[config.mk]
export PLATFORM = sky130hd
export DESIGN_NAME = text_hex_binary_transcoder
export DESIGN_NICKNAME = d
export VERILOG_FILES = /design/src/rtl/tht_pkg.sv /design/src/rtl/tht_front.sv /design/src/rtl/tht_jobq.sv /design/src/rtl/tht_back.sv /design/src/rtl/text_hex_binary_transcoder.sv
export SDC_FILE = /design/constraint.sdc
export NUM_CORES = 1
export LEC_CHECK = 0
export BUFFER_PORTS_ARGS = -buffer_cell sky130_fd_sc_hd__buf_4
export CELL_PAD_IN_SITES_DETAIL_PLACEMENT = 1
export CELL_PAD_IN_SITES_GLOBAL_PLACEMENT = 1
export CORE_MARGIN = 2
export CORE_UTILIZATION = 40
export DETAILED_ROUTE_END_ITERATION = 8
export GPL_ROUTABILITY_DRIVEN = 0
export HOLD_SLACK_MARGIN = 0.12
export PLACE_DENSITY_LB_ADDON = 0.1
export RECOVER_POWER = 50
export SETUP_SLACK_MARGIN = 0.3
export SYNTH_ARGS = -nofsm -noshare
export SYNTH_HDL_FRONTEND = slang
export SYNTH_SLANG_ARGS = --single-unit
[constraint.sdc]
create_clock -name clk -period 3.1 [get_ports clk]
set_input_delay 0.155 -clock clk [delete_from_list [all_inputs] [get_ports clk]]
set_output_delay 0.155 -clock clk [all_outputs]
set_load 0.03 [all_outputs]
[src/rtl/tht_pkg.sv]
`timescale 1ns / 1ps

package tht_pkg;

    localparam int CFG_IDX_W  = 1;
    localparam int CFG_DATA_W = 3;
    localparam int JOBQ_DEPTH = 2;
    localparam int POS_W      = 4;

    localparam logic [CFG_IDX_W-1:0] REG_MODE  = 1'b0;
    localparam logic [CFG_IDX_W-1:0] REG_SPACE = 1'b1;

    localparam logic [2:0] MODE_CHAR_BIN = 3'd0;
    localparam logic [2:0] MODE_CHAR_HEX = 3'd1;
    localparam logic [2:0] MODE_BIN_CHAR = 3'd2;
    localparam logic [2:0] MODE_BIN_HEX  = 3'd3;
    localparam logic [2:0] MODE_HEX_CHAR = 3'd4;
    localparam logic [2:0] MODE_HEX_BIN  = 3'd5;

    localparam logic [7:0] CHAR_ZERO  = 8'h30;
    localparam logic [7:0] CHAR_ONE   = 8'h31;
    localparam logic [7:0] CHAR_SPACE = 8'h20;
    localparam logic [7:0] CTRL_MAX   = 8'd31;
    localparam logic [7:0] CHAR_LOW_A = 8'h61;

    typedef enum logic [1:0] {
        JOB_RAW,
        JOB_BIN,
        JOB_HEX
    } job_kind_t;

    typedef struct packed {
        job_kind_t  kind;
        logic [7:0] data;
        logic       space;
    } job_t;

    typedef struct packed {
        logic                  we;
        logic [CFG_IDX_W-1:0]  index;
        logic [CFG_DATA_W-1:0] data;
    } cfg_write_t;

    typedef struct packed {
        logic       ok;
        logic [3:0] val;
    } hex_dig_t;

    function automatic hex_dig_t hex_value(input logic [7:0] c);
        hex_dig_t r;
        r.ok  = 1'b0;
        r.val = c[3:0];
        if (c >= 8'h30 && c <= 8'h39)
        begin
            r.ok = 1'b1;
        end
        else if ((c >= 8'h41 && c <= 8'h46) || (c >= 8'h61 && c <= 8'h66))
        begin
            r.ok  = 1'b1;
            r.val = c[3:0] + 4'd9;
        end
        return r;
    endfunction

    function automatic logic [7:0] hex_char(input logic [3:0] n);
        if (n < 4'd10)
        begin
            return CHAR_ZERO + {4'h0, n};
        end
        return CHAR_LOW_A + {4'h0, n} - 8'd10;
    endfunction

    // Number of characters one job emits.
    function automatic logic [POS_W-1:0] group_len(input job_t j);
        unique case (j.kind)
            JOB_RAW: return POS_W'(1);
            JOB_BIN: return POS_W'(8) + POS_W'(j.space);
            JOB_HEX: return POS_W'(2) + POS_W'(j.space);
            default: return POS_W'(1);
        endcase
    endfunction

    function automatic logic [7:0] char_at(input job_t j, input logic [POS_W-1:0] pos);
        logic [7:0] c;
        c = CHAR_SPACE;
        unique case (j.kind)
            JOB_RAW: c = j.data;
            JOB_BIN:
            begin
                if (!pos[3])
                begin
                    c = j.data[~pos[2:0]] ? CHAR_ONE : CHAR_ZERO;
                end
            end
            JOB_HEX:
            begin
                if (pos == POS_W'(0))
                begin
                    c = hex_char(j.data[7:4]);
                end
                else if (pos == POS_W'(1))
                begin
                    c = hex_char(j.data[3:0]);
                end
            end
            default: c = j.data;
        endcase
        return c;
    endfunction

endpackage

[src/rtl/tht_front.sv]
`timescale 1ns / 1ps

module tht_front (
    input  logic                clk,
    input  logic                rst_n,
    input  tht_pkg::cfg_write_t cfg,
    input  logic                in_valid,
    input  logic [7:0]          in_char,
    output logic                job_push,
    output tht_pkg::job_t       job
);
    import tht_pkg::*;

    logic [2:0] mode_reg;
    logic       space_reg;
    logic [2:0] count_reg, count_next;
    logic [7:0] partial_reg, partial_next;
    hex_dig_t   hv;
    logic [7:0] bin_shift;
    logic       is_bin_digit;

    assign hv           = hex_value(in_char);
    assign bin_shift    = {partial_reg[6:0], in_char[0]};
    assign is_bin_digit = (in_char == CHAR_ZERO) || (in_char == CHAR_ONE);

    always_comb
    begin
        count_next   = count_reg;
        partial_next = partial_reg;
        job_push     = 1'b0;
        job.kind     = JOB_RAW;
        job.data     = in_char;
        job.space    = space_reg;
        if (in_valid)
        begin
            unique case (mode_reg)
                MODE_CHAR_BIN, MODE_CHAR_HEX:
                begin
                    if (in_char > CTRL_MAX)
                    begin
                        job_push = 1'b1;
                        job.kind = (mode_reg == MODE_CHAR_BIN) ? JOB_BIN : JOB_HEX;
                    end
                end
                MODE_BIN_CHAR, MODE_BIN_HEX:
                begin
                    if (is_bin_digit)
                    begin
                        if (count_reg != 3'd7)
                        begin
                            count_next   = count_reg + 3'd1;
                            partial_next = bin_shift;
                        end
                        else
                        begin
                            count_next   = 3'd0;
                            partial_next = 8'd0;
                            job_push     = 1'b1;
                            job.data     = bin_shift;
                            job.kind     = (mode_reg == MODE_BIN_CHAR) ? JOB_RAW : JOB_HEX;
                        end
                    end
                end
                MODE_HEX_CHAR, MODE_HEX_BIN:
                begin
                    if (hv.ok)
                    begin
                        if (count_reg == 3'd0)
                        begin
                            count_next   = 3'd1;
                            partial_next = {4'h0, hv.val};
                        end
                        else
                        begin
                            count_next   = 3'd0;
                            partial_next = 8'd0;
                            job_push     = 1'b1;
                            job.data     = {partial_reg[3:0], hv.val};
                            job.kind     = (mode_reg == MODE_HEX_CHAR) ? JOB_RAW : JOB_BIN;
                        end
                    end
                end
                default: ;
            endcase
        end
    end

    always_ff @(posedge clk or negedge rst_n)
    begin
        if (!rst_n)
        begin
            mode_reg    <= MODE_CHAR_BIN;
            space_reg   <= 1'b0;
            count_reg   <= 3'd0;
            partial_reg <= 8'd0;
        end
        else
        begin
            if (cfg.we && cfg.index == REG_MODE)
            begin
                // mode change drops any partly gathered group
                mode_reg    <= cfg.data;
                count_reg   <= 3'd0;
                partial_reg <= 8'd0;
            end
            else
            begin
                count_reg   <= count_next;
                partial_reg <= partial_next;
            end
            if (cfg.we && cfg.index == REG_SPACE)
            begin
                space_reg <= cfg.data[0];
            end
        end
    end

endmodule

[src/rtl/tht_jobq.sv]
`timescale 1ns / 1ps

module tht_jobq #(
    parameter int DEPTH = tht_pkg::JOBQ_DEPTH
) (
    input  logic          clk,
    input  logic          rst_n,
    input  logic          push,
    input  tht_pkg::job_t job_in,
    input  logic          pop,
    output tht_pkg::job_t job_out,
    output logic          full,
    output logic          empty
);
    import tht_pkg::*;

    localparam int PTR_W = (DEPTH > 1) ? $clog2(DEPTH) : 1;
    localparam int CNT_W = $clog2(DEPTH + 1);

    job_t             mem_reg [DEPTH];
    logic [PTR_W-1:0] wr_ptr_reg, rd_ptr_reg;
    logic [CNT_W-1:0] count_reg;
    logic             do_push, do_pop;

    assign full    = (count_reg == CNT_W'(DEPTH));
    assign empty   = (count_reg == CNT_W'(0));
    assign do_push = push && !full;
    assign do_pop  = pop && !empty;
    assign job_out = mem_reg[rd_ptr_reg];

    function automatic logic [PTR_W-1:0] wrap_inc(input logic [PTR_W-1:0] p);
        return (p == PTR_W'(DEPTH - 1)) ? PTR_W'(0) : p + PTR_W'(1);
    endfunction

    always_ff @(posedge clk)
    begin
        if (do_push)
        begin
            mem_reg[wr_ptr_reg] <= job_in;
        end
    end

    always_ff @(posedge clk or negedge rst_n)
    begin
        if (!rst_n)
        begin
            wr_ptr_reg <= '0;
            rd_ptr_reg <= '0;
            count_reg  <= '0;
        end
        else
        begin
            if (do_push)
            begin
                wr_ptr_reg <= wrap_inc(wr_ptr_reg);
            end
            if (do_pop)
            begin
                rd_ptr_reg <= wrap_inc(rd_ptr_reg);
            end
            if (do_push && !do_pop)
            begin
                count_reg <= count_reg + CNT_W'(1);
            end
            else if (do_pop && !do_push)
            begin
                count_reg <= count_reg - CNT_W'(1);
            end
        end
    end

endmodule

[src/rtl/tht_back.sv]
`timescale 1ns / 1ps

module tht_back (
    input  logic          clk,
    input  logic          rst_n,
    input  logic          q_empty,
    input  tht_pkg::job_t q_head,
    output logic          q_pop,
    output logic          empty,
    input  logic          pop,
    output logic [7:0]    out_char,
    output logic          last_of_group
);
    import tht_pkg::*;

    job_t             job_reg;
    logic             busy_reg;
    logic [POS_W-1:0] pos_reg;
    logic             out_valid_reg;
    logic [7:0]       char_reg;
    logic             last_reg;
    logic             taken, advance, at_last;

    assign taken   = pop && out_valid_reg;
    assign advance = busy_reg && (!out_valid_reg || taken);
    assign at_last = (pos_reg == group_len(job_reg) - POS_W'(1));
    // load the next request while the current one hands out its final character
    assign q_pop   = !q_empty && (!busy_reg || (advance && at_last));

    assign empty         = !out_valid_reg;
    assign out_char      = char_reg;
    assign last_of_group = last_reg;

    always_ff @(posedge clk)
    begin
        if (q_pop)
        begin
            job_reg <= q_head;
        end
        if (advance)
        begin
            char_reg <= char_at(job_reg, pos_reg);
            last_reg <= at_last;
        end
    end

    always_ff @(posedge clk or negedge rst_n)
    begin
        if (!rst_n)
        begin
            busy_reg      <= 1'b0;
            pos_reg       <= '0;
            out_valid_reg <= 1'b0;
        end
        else
        begin
            if (q_pop)
            begin
                busy_reg <= 1'b1;
                pos_reg  <= '0;
            end
            else if (advance)
            begin
                busy_reg <= !at_last;
                pos_reg  <= pos_reg + POS_W'(1);
            end
            if (advance)
            begin
                out_valid_reg <= 1'b1;
            end
            else if (taken)
            begin
                out_valid_reg <= 1'b0;
            end
        end
    end

endmodule

[src/rtl/text_hex_binary_transcoder.sv]
`timescale 1ns / 1ps
// Character stream transcoder between raw text, binary digit text and hex digit text.
// Input side: present in_char with push; the request is taken on a clock edge where
// full is low. Output side: while empty is low, out_char and last_of_group show the
// oldest character; pop takes it. last_of_group marks the final character of one group.
// Configuration: cfg_we with cfg_index 0 (conversion mode) or 1 (space enable) and
// cfg_data; write only while the block is idle. A mode write drops a partial group.
// The first character of a request passes through the job queue, the job register and
// the output character register. The output side runs at one character per cycle while
// pop is high; a request emits 1 to 9 characters (raw 1, hex 2 or 3, binary 8 or 9).
// Non-producing or digit-gathering inputs are taken one per cycle while full is low.
// A job queue of JOBQ_DEPTH entries sits between classification and output; full
// rises when it holds that many pending groups, and a stalled pop holds everything
// still queued without loss.
// Reset clears the mode to character-to-binary, space off, gathered digits and all
// queues; empty is high and full low right after reset.

module text_hex_binary_transcoder #(
    parameter int JOBQ_DEPTH = tht_pkg::JOBQ_DEPTH
) (
    input  logic                           clk,
    input  logic                           rst_n,
    input  logic                           cfg_we,
    input  logic [tht_pkg::CFG_IDX_W-1:0]  cfg_index,
    input  logic [tht_pkg::CFG_DATA_W-1:0] cfg_data,
    input  logic                           push,
    output logic                           full,
    input  logic [7:0]                     in_char,
    output logic                           empty,
    input  logic                           pop,
    output logic [7:0]                     out_char,
    output logic                           last_of_group
);
    import tht_pkg::*;

    cfg_write_t cfg;
    job_t       job_new, job_head;
    logic       job_push, q_pop, q_empty, in_valid;

    assign cfg.we    = cfg_we;
    assign cfg.index = cfg_index;
    assign cfg.data  = cfg_data;
    assign in_valid  = push && !full;

    tht_front u_front (
        .clk      (clk),
        .rst_n    (rst_n),
        .cfg      (cfg),
        .in_valid (in_valid),
        .in_char  (in_char),
        .job_push (job_push),
        .job      (job_new)
    );

    tht_jobq #(
        .DEPTH (JOBQ_DEPTH)
    ) u_jobq (
        .clk     (clk),
        .rst_n   (rst_n),
        .push    (job_push),
        .job_in  (job_new),
        .pop     (q_pop),
        .job_out (job_head),
        .full    (full),
        .empty   (q_empty)
    );

    tht_back u_back (
        .clk           (clk),
        .rst_n         (rst_n),
        .q_empty       (q_empty),
        .q_head        (job_head),
        .q_pop         (q_pop),
        .empty         (empty),
        .pop           (pop),
        .out_char      (out_char),
        .last_of_group (last_of_group)
    );

endmodule

Yosys cells after proc, flatten, opt, wreduce, memory -nomap -nowiden
Memories as Yosys holds them, arrays and structs flattened. A register that Yosys moved wholly into a read port is not among the register bits.
Index checks and enable logic that the tools add are counted.
W data, S select, Z words.
{ "classes": {"n_addsub": 16, "magnitude_cmp": 10, "shifts": 0, "reduce_logical": 38, "mul": 0, "muxes": 68, "n_eq_ne": 15, "n_div": 0, "bitwise": 2} }
{ "ops": {"columns": ["cell", "count"], "rows": [
  ["$mux W8", 7],
  ["$mux W10", 4],
  ["$mux W7", 5],
  ["$pmux W8 S2", 2],
  ["$mux W1", 28],
  ["$add A7 B4 Y8 const A", 2],
  ["$eq A8 B6 Y1 const B", 2],
  ["$ge A8 B7 Y1 const B", 2],
  ["$le A8 B7 Y1 const B", 2],
  ["$mux W4", 4],
  ["$sub A8 B4 Y8 const B", 2],
  ["$mux W3", 5],
  ["$add A6 B4 Y7 const A", 2],
  ["$logic_and A1 B1 Y1", 14],
  ["$pmux W7 S2", 1],
  ["$mux W2", 5],
  ["$mux W9", 1],
  ["$ge A8 B6 Y1 const B", 1],
  ["$gt A8 B5 Y1 const B", 1],
  ["$le A8 B6 Y1 const B", 1],
  ["$lt A4 B4 Y1 const B", 2],
  ["$pmux W4 S2", 1],
  ["$reduce_bool A2 Y1", 4],
  ["$logic_not A1 Y1", 7],
  ["other kinds (33)", 44]
]} }
{ "word_totals": {"regBits": 33, "latch_bits": 0, "output_inout_bits": 11, "in_bits": 17, "ram_bits": 22, "mem_bits_ro": 0, "memories": 1} }
{ "memory_table": {"columns": ["name", "depth", "width", "read_ports", "rd_ports_with_merged_regs", "wr", "line", "source"], "rows": [
  ["u_jobq.mem_reg", 2, 11, 1, 1, 1, "tht_jobq.sv:20", "job_t mem_reg [DEPTH];"]
]} }

Depth between registers and ports, before layout
Gate-level depths: netlist of run 1.
{ "logic_depth": {"word_depth": 13, "depth_mapped": 14} }

Modules after synthesis
Synthesis of run 1 repeated with hierarchy kept, for this count alone.
{ "hier_totals": {"hier_cells": 333, "area_unflattened_um2": 3831.2} }
{ "modules_own_cells": {"columns": ["mod", "cells_per_inst", "instances", "area_each_um2", "seq_area_each_um2"], "rows": [
  ["tht_back", 127, 1, 1500.2, 750.7],
  ["tht_front", 152, 1, 1315.0, 350.3],
  ["tht_jobq", 53, 1, 1002.2, 760.7],
  ["text_hex_binary_transcoder", 1, 1, 13.8, 0.0]
]} }

Worst setup path before layout of run 1
OpenSTA, ideal clock, no wires.
{ "synth_path": {"path_type": "flip-flop to flip-flop", "from": "register u_back.job_reg[9] (netlist name)", "to": "register u_back.job_reg[0] (netlist name)", "stages_incl_launch_ff": 11, "period_less_slack_ps": 3391, "arrival_ps": 3008, "path_slack_ps": -291, "setup_ps": 382, "required_ps": 2718, "path_cell_list": "edfxtp_1 inv_1 ha_1 clkbuf_1 clkbuf_1 nor2_1 ha_1 or3_4 a2111oi_4 nand2_2 a21oi_1"} }
{ "synth_between": {"elab_chain_cells": 7, "word_cells_on_any_way": 8, "cone_classes": "1 x add/sub; 3 x eq/ne; 1 x mux; 3 x reduce/logical"} }
{ "synth_lines": {"columns": ["element", "line", "source"], "rows": [
  ["$eq A2 B2 Y1 or $eq A2 B1 Y1 (tied branches)", null, null],
  ["$pmux W4 S2 *", "tht_pkg.sv:75", "unique case (j.kind)"],
  ["$sub A4 B1 Y4 *", "tht_back.sv:26", "assign at_last = (pos_reg == group_len(job_reg) - POS_W'(1));"],
  ["$eq A4 B4 Y1 *", "tht_back.sv:26", null],
  ["net u_back.at_last", "tht_back.sv:22", "logic taken, advance, at_last;"],
  ["$logic_and A1 B1 Y1 *", "tht_back.sv:28", "assign q_pop = !q_empty && (!busy_reg || (advance && at_last));"],
  ["$logic_or A1 B1 Y1 *", "tht_back.sv:28", null],
  ["$logic_and A1 B1 Y1 *", "tht_back.sv:28", null]
]} }
Mark *: on every way through the listed nets, which the timed path passes. The rest lies on a longest branch.
A chain may end at the register's enable or synchronous reset.

Worst setup path in the final report of run 1
{ "layout_path": {"from": "register u_back.job_reg[10] (netlist name)", "to": "register u_jobq.count_reg[1]"} }
{ "layout_between": {"elab_chain_cells": 11, "word_cells_on_any_way": 14, "cone_classes": "1 x add/sub; 3 x eq/ne; 2 x mux; 8 x reduce/logical"} }
{ "layout_lines": {"columns": ["element", "line", "source"], "rows": [
  ["$eq A2 B2 Y1 or $eq A2 B1 Y1 (tied branches)", null, null],
  ["$pmux W4 S2 *", "tht_pkg.sv:75", null],
  ["$sub A4 B1 Y4 *", "tht_back.sv:26", null],
  ["$eq A4 B4 Y1 *", "tht_back.sv:26", null],
  ["net u_back.at_last", "tht_back.sv:22", null],
  ["$logic_and A1 B1 Y1 *", "tht_back.sv:28", null],
  ["$logic_or A1 B1 Y1 *", "tht_back.sv:28", null],
  ["$logic_and A1 B1 Y1 *", "tht_back.sv:28", null],
  ["$logic_and A1 B1 Y1 *", "tht_jobq.sv:28", "assign do_pop = pop && !empty;"],
  ["$logic_not A1 Y1", "tht_jobq.sv:61", "if (do_push && !do_pop)"],
  ["$logic_and A1 B1 Y1", "tht_jobq.sv:61", null],
  ["$mux W2 or $reduce_bool A2 Y1 (tied branches)", null, null],
  ["end signal: assignment", "tht_jobq.sv:63", "count_reg <= count_reg + CNT_W'(1);"],
  ["end signal: assignment", "tht_jobq.sv:67", "count_reg <= count_reg - CNT_W'(1);"],
  ["end: declaration", "tht_jobq.sv:22", "logic [CNT_W-1:0] count_reg;"]
]} }
Marks and branches as above.

==> qor.yml, run 1 <==
run_status:
  status: "finished, final reports clean"
drt:
  route.antenna.remaining_nets: 0
  dr_total_vias: 2939
  postRouteWirelength_microns: 9370
  drtIter0Drc: 100
  route.detailed.drc: 0
  drt_wl_cell_microns: 17.4
  drt-pass1-iter-count: 4
  routed_via_count_divided_by_cell_count: 5.47
synth:
  synth_top_area_share: 0.330
  syn_area_sq_um: 3820
  synth-xor-area-share: 0.0252
  synth_cell_type_count: 59
  async_flop_share: 0.364
  synth-compound-area-share: 0.158
  cell_taking_the_most_area_after_synthesis: "edfxtp_1"
  postSynthRegisterBits: 66
  synth.cells.most_frequent: "edfxtp_1 (42), nand2_1 (42), dfrtp_1 (24), a21oi_1 (19), inv_1 (19)"
  synthesis.yosys.warnings: 0
  share_of_cell_area_taken_by_muxes_after_synthesis: 0.0685
  synth_top_family_by_area: "simple AND/OR/NAND/NOR gates"
  synth_simple_gate_area_share: 0.176
  synth_adder_area_share: 0.0557
  synth_fp_nets: 392
  synthFlopType: "edfxtp_1"
  synth_enable_flop_cells: 42
  synth.yosys.seq_area_share: 0.488
  post_synth_main_area_contributors: "edfxtp_1 (33%), dfrtp_1 (16%), ha_1 (5.6%)"
  syn_area_per_cell_sq_um: 10.7
  synthCells: 358
worst_setup_path:
  worst-path-buf-inv: 1
  critical_path_required_ns: 3.37
  path_delay_family: "compound AO/OA/AOI/OAI gates"
  arrival_time_at_the_worst_endpoint_ns: 3.04
  type_of_element_capturing_the_critical_path: "flip-flop"
  critical_path_class: "flip-flop to flip-flop"
  worstPathCellList: "clkbuf_1 -> ha_4 -> o21a_1 -> nor2_4 -> ha_4 -> or3_4 -> a2111oi_4 -> nand2_2 -> a21o_2 -> ha_2 -> xor2_1 -> nor2_1 -> xor2_1"
  timing.rr.start: "u_back.job_reg[10]"
  setup_crit_start_kind: "flip-flop"
  crit_start: "u_back.job_reg[10]"
  max_stage_delay_ns: 0.36
  critPathMaxFanout: 5
  critical_path.slowest_cell: "edfxtp_1"
floorplan:
  die-width_microns: 102
  floorplan.die.height_microns: 102
  die_area_sq_um: 10300
  ios: 28
  core-area_sq_um: 9240
  start_util: 0.413
  placementRows: 35
grt:
  antenna_violations_before_repair: 0
  grt_start_max_net_pins: 25
  first_global_vias: 3060
  wire_length_of_the_first_global_routing_pass_microns: 15700
  groute.usage.overall: 0.198
  remaining_overflow_grt: 0
clocking:
  cts_buffers: 9
  cts_tree: "built"
  worst_setup_hold_path_clk_slew_ns: 0.07
  ctsRootBufferMaster: "clkbuf_8"
  clock_insertion_delay_worst_skew_ns: 0.36
  h-tree-depth: 3
  cts_max_path_buffers: 2
  cts.sink_count: 66
power:
  static-leakage-power_uw: 0.00170
  irDropWorstVdd_mv: 0.325
  power_per_cell_area_nw_per_um2: 681
cells_and_area:
  number_of_fillers_in_the_final_layout: 1042
  area_used_by_multi_input_combinational_logic_sq_um: 1890
  share_of_cells_above_drive_strength_1: 0.196
  n_antenna_cell: 0
  area_growth_pct: 16.4
  area.sequential_sq_um: 1860
  largest_reg_flops: 22
  finalNetCount: 437
  finish.instance_area_sq_um: 4440
timing:
  final.hold.worst_slack_ns: 0.159
  worst_slew_margin_rel: 0.0288
  setup_violations_final: 0
  tmin_final_ns: 2.77
  fmaxAchievable_mhz: 361
  max_slew.worst_pin.slew_ns: 1.46
  setup_repair_after_global_routing_missed_its_margin: "true"
  min_period_over_period: 0.893
  hold_viol_final: 0
  finalClockSkew_ns: 0.0163
  timing_max_transition_violations_final: 0
  fin_tns_setup_ns: 0
placed_design:
  hpwl_after_detailed_placement_microns: 6930
  numPortBuffers: 27
  detailed_place.area_sq_um: 4240
min_path:
  hp-start: "cfg_index"
  hold_class: "input pin to flip-flop"
run:
  cap_violations: 0
==> cell type report <==
| cell class | instances | area share |
|---|---|---|
| inverter | 19 | 0.0161 |
| clock inverter | 7 | 0.0101 |
| tap | 129 | 0.0363 |
| clock buffer | 9 | 0.0279 |
| timing repair buffer | 44 | 0.0648 |
| sequential | 66 | 0.419 |
| multi-input combinational | 263 | 0.426 |
==> per-layer routing <==
layer  share of wire  global-route usage  vias up
li1                -                   -     1412
met1            0.52               0.287     1476
met2            0.44               0.301       40
met3           0.025              0.0359       11
met4           0.015              0.0665        0
met5               0                   0        -
==> logic make-up (layout without fill, tap and decap cells) <==
kind of cell / Yosys count / in the layout
flip-flops: 66 / 66
AO/OA/AOI/OAI: 85 / 85
multiplexers: 22 / 22
buffers and inverters: 29 / 79
AND/OR/NAND/NOR: 128 / 128
adder cells (fa/ha/maj): 17 / 17
XOR/XNOR: 11 / 11
==> path summary, 6_finish.rpt <==
| check | cells past startpoint | slack, ns | to |
|---|---|---|---|
| worst max-delay path | 13 | 0.33 | u_jobq.count_reg[1] |
| worst min-delay path | 3 | 0.16 | u_front.space_reg |
| worst max register to register | 13 | 0.33 | u_jobq.count_reg[1] |
| worst min register to register | 1 | 0.49 | u_jobq.wr_ptr_reg |
| max in group asynchronous | 2 | 1.56 | u_back.busy_reg |
| min in group asynchronous | 2 | 0.68 | u_back.out_valid_reg |
==> per-stage QoR <==
step	power, uW	cells	setup slack, ns	util
3_5_place_dp	2390	512	0.222	0.458
5_1_grt	3230	537	0.207	0.481
2_1_floorplan	2060	358	0.289	-
4_1_cts	3070	536	0.312	0.486
6_report	3030	537	0.333	0.481
3_3_place_gp	2360	512	0.320	0.458
==> placed cells by master (no fill, tap or decap), drive strengths merged, types with 4 or more instances in the layout <==
cell / Yosys / final
nand4: 5 / 5
nor2b: 7 / 7
mux2i: 7 / 7
dlygate4sd3: 0 / 4
mux2: 13 / 13
nand3: 15 / 15
clkbuf: 8 / 24
nor2: 16 / 16
ha: 17 / 17
xnor2: 6 / 6
inv: 19 / 20
xor2: 5 / 5
and2: 4 / 4
nand2b: 8 / 8
dfrtp: 24 / 24
nor3: 16 / 16
buf: 2 / 25
edfxtp: 42 / 42
a31oi: 5 / 5
nand2: 43 / 43
o21ai: 19 / 19
a21oi: 20 / 20
o211ai: 4 / 4
o2111ai: 4 / 4
a2bb2oi: 4 / 4
o21a: 6 / 6
==> worst reg2reg max path, stage by stage (launching register included) <==
cell,delay [ns]
edfxtp_1,0.36
clkbuf_1,0.19
ha_4,0.19
o21a_1,0.17
nor2_4,0.05
ha_4,0.15
or3_4,0.33
a2111oi_4,0.34
nand2_2,0.10
a21o_2,0.20
ha_2,0.18
xor2_1,0.14
nor2_1,0.14
xor2_1,0.17
==> power breakdown <==
group	switching, uW	internal [uW]
Combinational	602	464
Clock	356	287
Sequential	182	1140
==> what timing repair did <==
action	4_1_cts	5_1_grt
hold buffers	4	0
gates resized for setup	4	2
hold endpoints to repair	28	0
buffers inserted	4	1
setup endpoints to repair	1	15
pin swaps	4	4
No activity file was read; power rests on OpenSTA's default activity.
==> inputs of run 2 (changes only) <==
- CELL_PAD_IN_SITES_DETAIL_PLACEMENT: 1 -> unset
- CELL_PAD_IN_SITES_GLOBAL_PLACEMENT: 1 -> unset
- CTS_BUF_LIST: unset -> sky130_fd_sc_hd__clkbuf_4 sky130_fd_sc_hd__clkbuf_8 sky130_fd_sc_hd__clkbuf_16
- PLACE_DENSITY_LB_ADDON: 0.1 -> unset
==> qor.yml, run 2 (synthesis results as in run 1) <==
timing:
  min_period_over_period: 0.867
  timing_max_transition_violations_final: 0
  pnr_worst_setup_slack_ns: 0.411
  hold_viol_final: 0
  fin_tns_setup_ns: 0
  worst_slew_margin_rel: 0.106
  fmaxAchievable_mhz: 372
  max_slew.worst_pin.slew_ns: 1.34
  setup_violations_final: 0
  tmin_final_ns: 2.69
  setup_repair_after_global_routing_missed_its_margin: "true"
  finalClockSkew_ns: 0.00989
drt:
  routed_via_count_divided_by_cell_count: 5.43
  drt-pass1-iter-count: 5
  route.antenna.remaining_nets: 0
  dr_total_vias: 2905
  drtIter0Drc: 92
  postRouteWirelength_microns: 8110
  drt_wl_cell_microns: 15.1
  route.detailed.drc: 0
run_status:
  status: "finished, final reports clean"
worst_setup_path:
  worst_r2r_endpoint: "u_jobq.count_reg[1]"
  timing.rr.start: "u_back.job_reg[10]"
  critical_path_class: "flip-flop to flip-flop"
  worst_r2r_path_depth: 13
  setup_crit_start_kind: "flip-flop"
  reg2reg_setup_slack_ns: 0.41
  critPathMaxFanout: 5
  type_of_element_capturing_the_critical_path: "flip-flop"
  worst-path-buf-inv: 1
  path_delay_family: "compound AO/OA/AOI/OAI gates"
  critical_path.slowest_cell: "edfxtp_1"
  critical_path_required_ns: 3.38
  worstPathCellList: "clkbuf_1 -> ha_4 -> o21a_1 -> nor2_4 -> ha_4 -> xnor2_2 -> a2111oi_4 -> nand2_2 -> a21o_2 -> ha_2 -> xor2_1 -> nor2_1 -> xor2_1"
  max_stage_delay_ns: 0.41
  arrival_time_at_the_worst_endpoint_ns: 2.96
floorplan:
  start_util: 0.413
  floorplan.die.height_microns: 102
  die-width_microns: 102
  die_area_sq_um: 10300
  core-area_sq_um: 9240
  ios: 28
  placementRows: 35
cells_and_area:
  finish.instance_area_sq_um: 4460
  finalNetCount: 436
  share_of_cells_above_drive_strength_1: 0.192
  n_antenna_cell: 0
  largest_reg_flops: 22
  commonest_cells_after_routing_fill_and_taps_aside: "nand2_1 (42), edfxtp_1 (42), dfrtp_1 (24)"
  area_growth_pct: 16.7
clocking:
  ctsRootBufferMaster: "clkbuf_8"
  cts_buffers: 9
  cts_max_path_buffers: 2
  h-tree-depth: 3
  worst_setup_hold_path_clk_slew_ns: 0.07
  clock_insertion_delay_worst_skew_ns: 0.35
  cts_tree: "built"
  cts.sink_count: 66
placed_design:
  numPortBuffers: 27
  detailed_place.area_sq_um: 4230
  pre_cts_ws_ns: 0.253
  hpwl_after_detailed_placement_microns: 5910
run:
  cap_violations: 0
grt:
  groute.usage.overall: 0.167
  antenna_violations_before_repair: 0
  remaining_overflow_grt: 0
  first_global_vias: 2818
  grt_start_max_net_pins: 25
  wire_length_of_the_first_global_routing_pass_microns: 13500
power:
  static-leakage-power_uw: 0.00171
  power_per_cell_area_nw_per_um2: 687
  irDropWorstVdd_mv: 0.246
min_path:
  hold_depth: 3
  hp-start: "cfg_we"
  worstHoldEndpoint: "u_front.space_reg"
  hold_class: "input pin to flip-flop"
[run 2: layout make-up]
cell class / instances / area [sq um]
Tap cell: 129 / 161
Clock buffer: 12 / 153
Inverter: 19 / 71.3
Timing Repair Buffer: 43 / 277
Fill cell: 886 / 4780
Multi-Input combinational cell: 263 / 1890
Clock inverter: 3 / 40.0
Sequential cell: 66 / 1860
[run 2: worst max-delay path by stage]
stage                  startpoint                  end  slack, ns  cells after the start
2_1_floorplan  u_back.job_reg[10]  u_jobq.count_reg[1]       0.29                     13
3_3_place_gp    u_back.job_reg[9]  u_jobq.count_reg[1]       0.33                     13
3_5_place_dp    u_back.job_reg[9]  u_jobq.count_reg[1]       0.25                     13
4_1_cts         u_back.job_reg[9]  u_jobq.count_reg[1]       0.30                     13
5_1_grt        u_back.job_reg[10]  u_jobq.count_reg[1]       0.23                     13
6_report       u_back.job_reg[10]  u_jobq.count_reg[1]       0.41                     13
[run 2: through the flow]
step | std cells | hold WS [ns] | power, uW | util
finish | 535 | 0.147 | 3060 | 0.482
global route | 535 | 0.167 | 3240 | 0.482
CTS | 533 | 0.144 | 3110 | 0.487
detailed placement | 511 | 0.0787 | 2350 | 0.458
global placement | 511 | 0.0789 | 2330 | 0.458
floorplan | 358 | -0.141 | 2060 | -
[run 2: metal layers]
layer / share of wire / global-route usage
met1: 0.42 / 0.195
met2: 0.52 / 0.299
met3: 0.041 / 0.0373
met4: 0.017 / 0.0613
met5: 0 / 0
[run 2: tightest hold or removal path: stages]
cell and delay [ns]:
clkbuf_1 0.09, nand2_1 0.07, mux2_2 0.14
[run 2: timing repair]
item | CTS | global route
pin swaps | 3 | 4
hold endpoints to repair | 28 | 0
hold buffers | 4 | 0
setup buffers | 3 | 2
setup endpoints to repair | 1 | 1
gates resized for setup | 3 | 3
[run 2: power by group]
group	internal, uW	total, uW	switching, uW
logic	447	1020	571
registers	1140	1310	174
clock network	405	736	331
total	1990	3060	1080
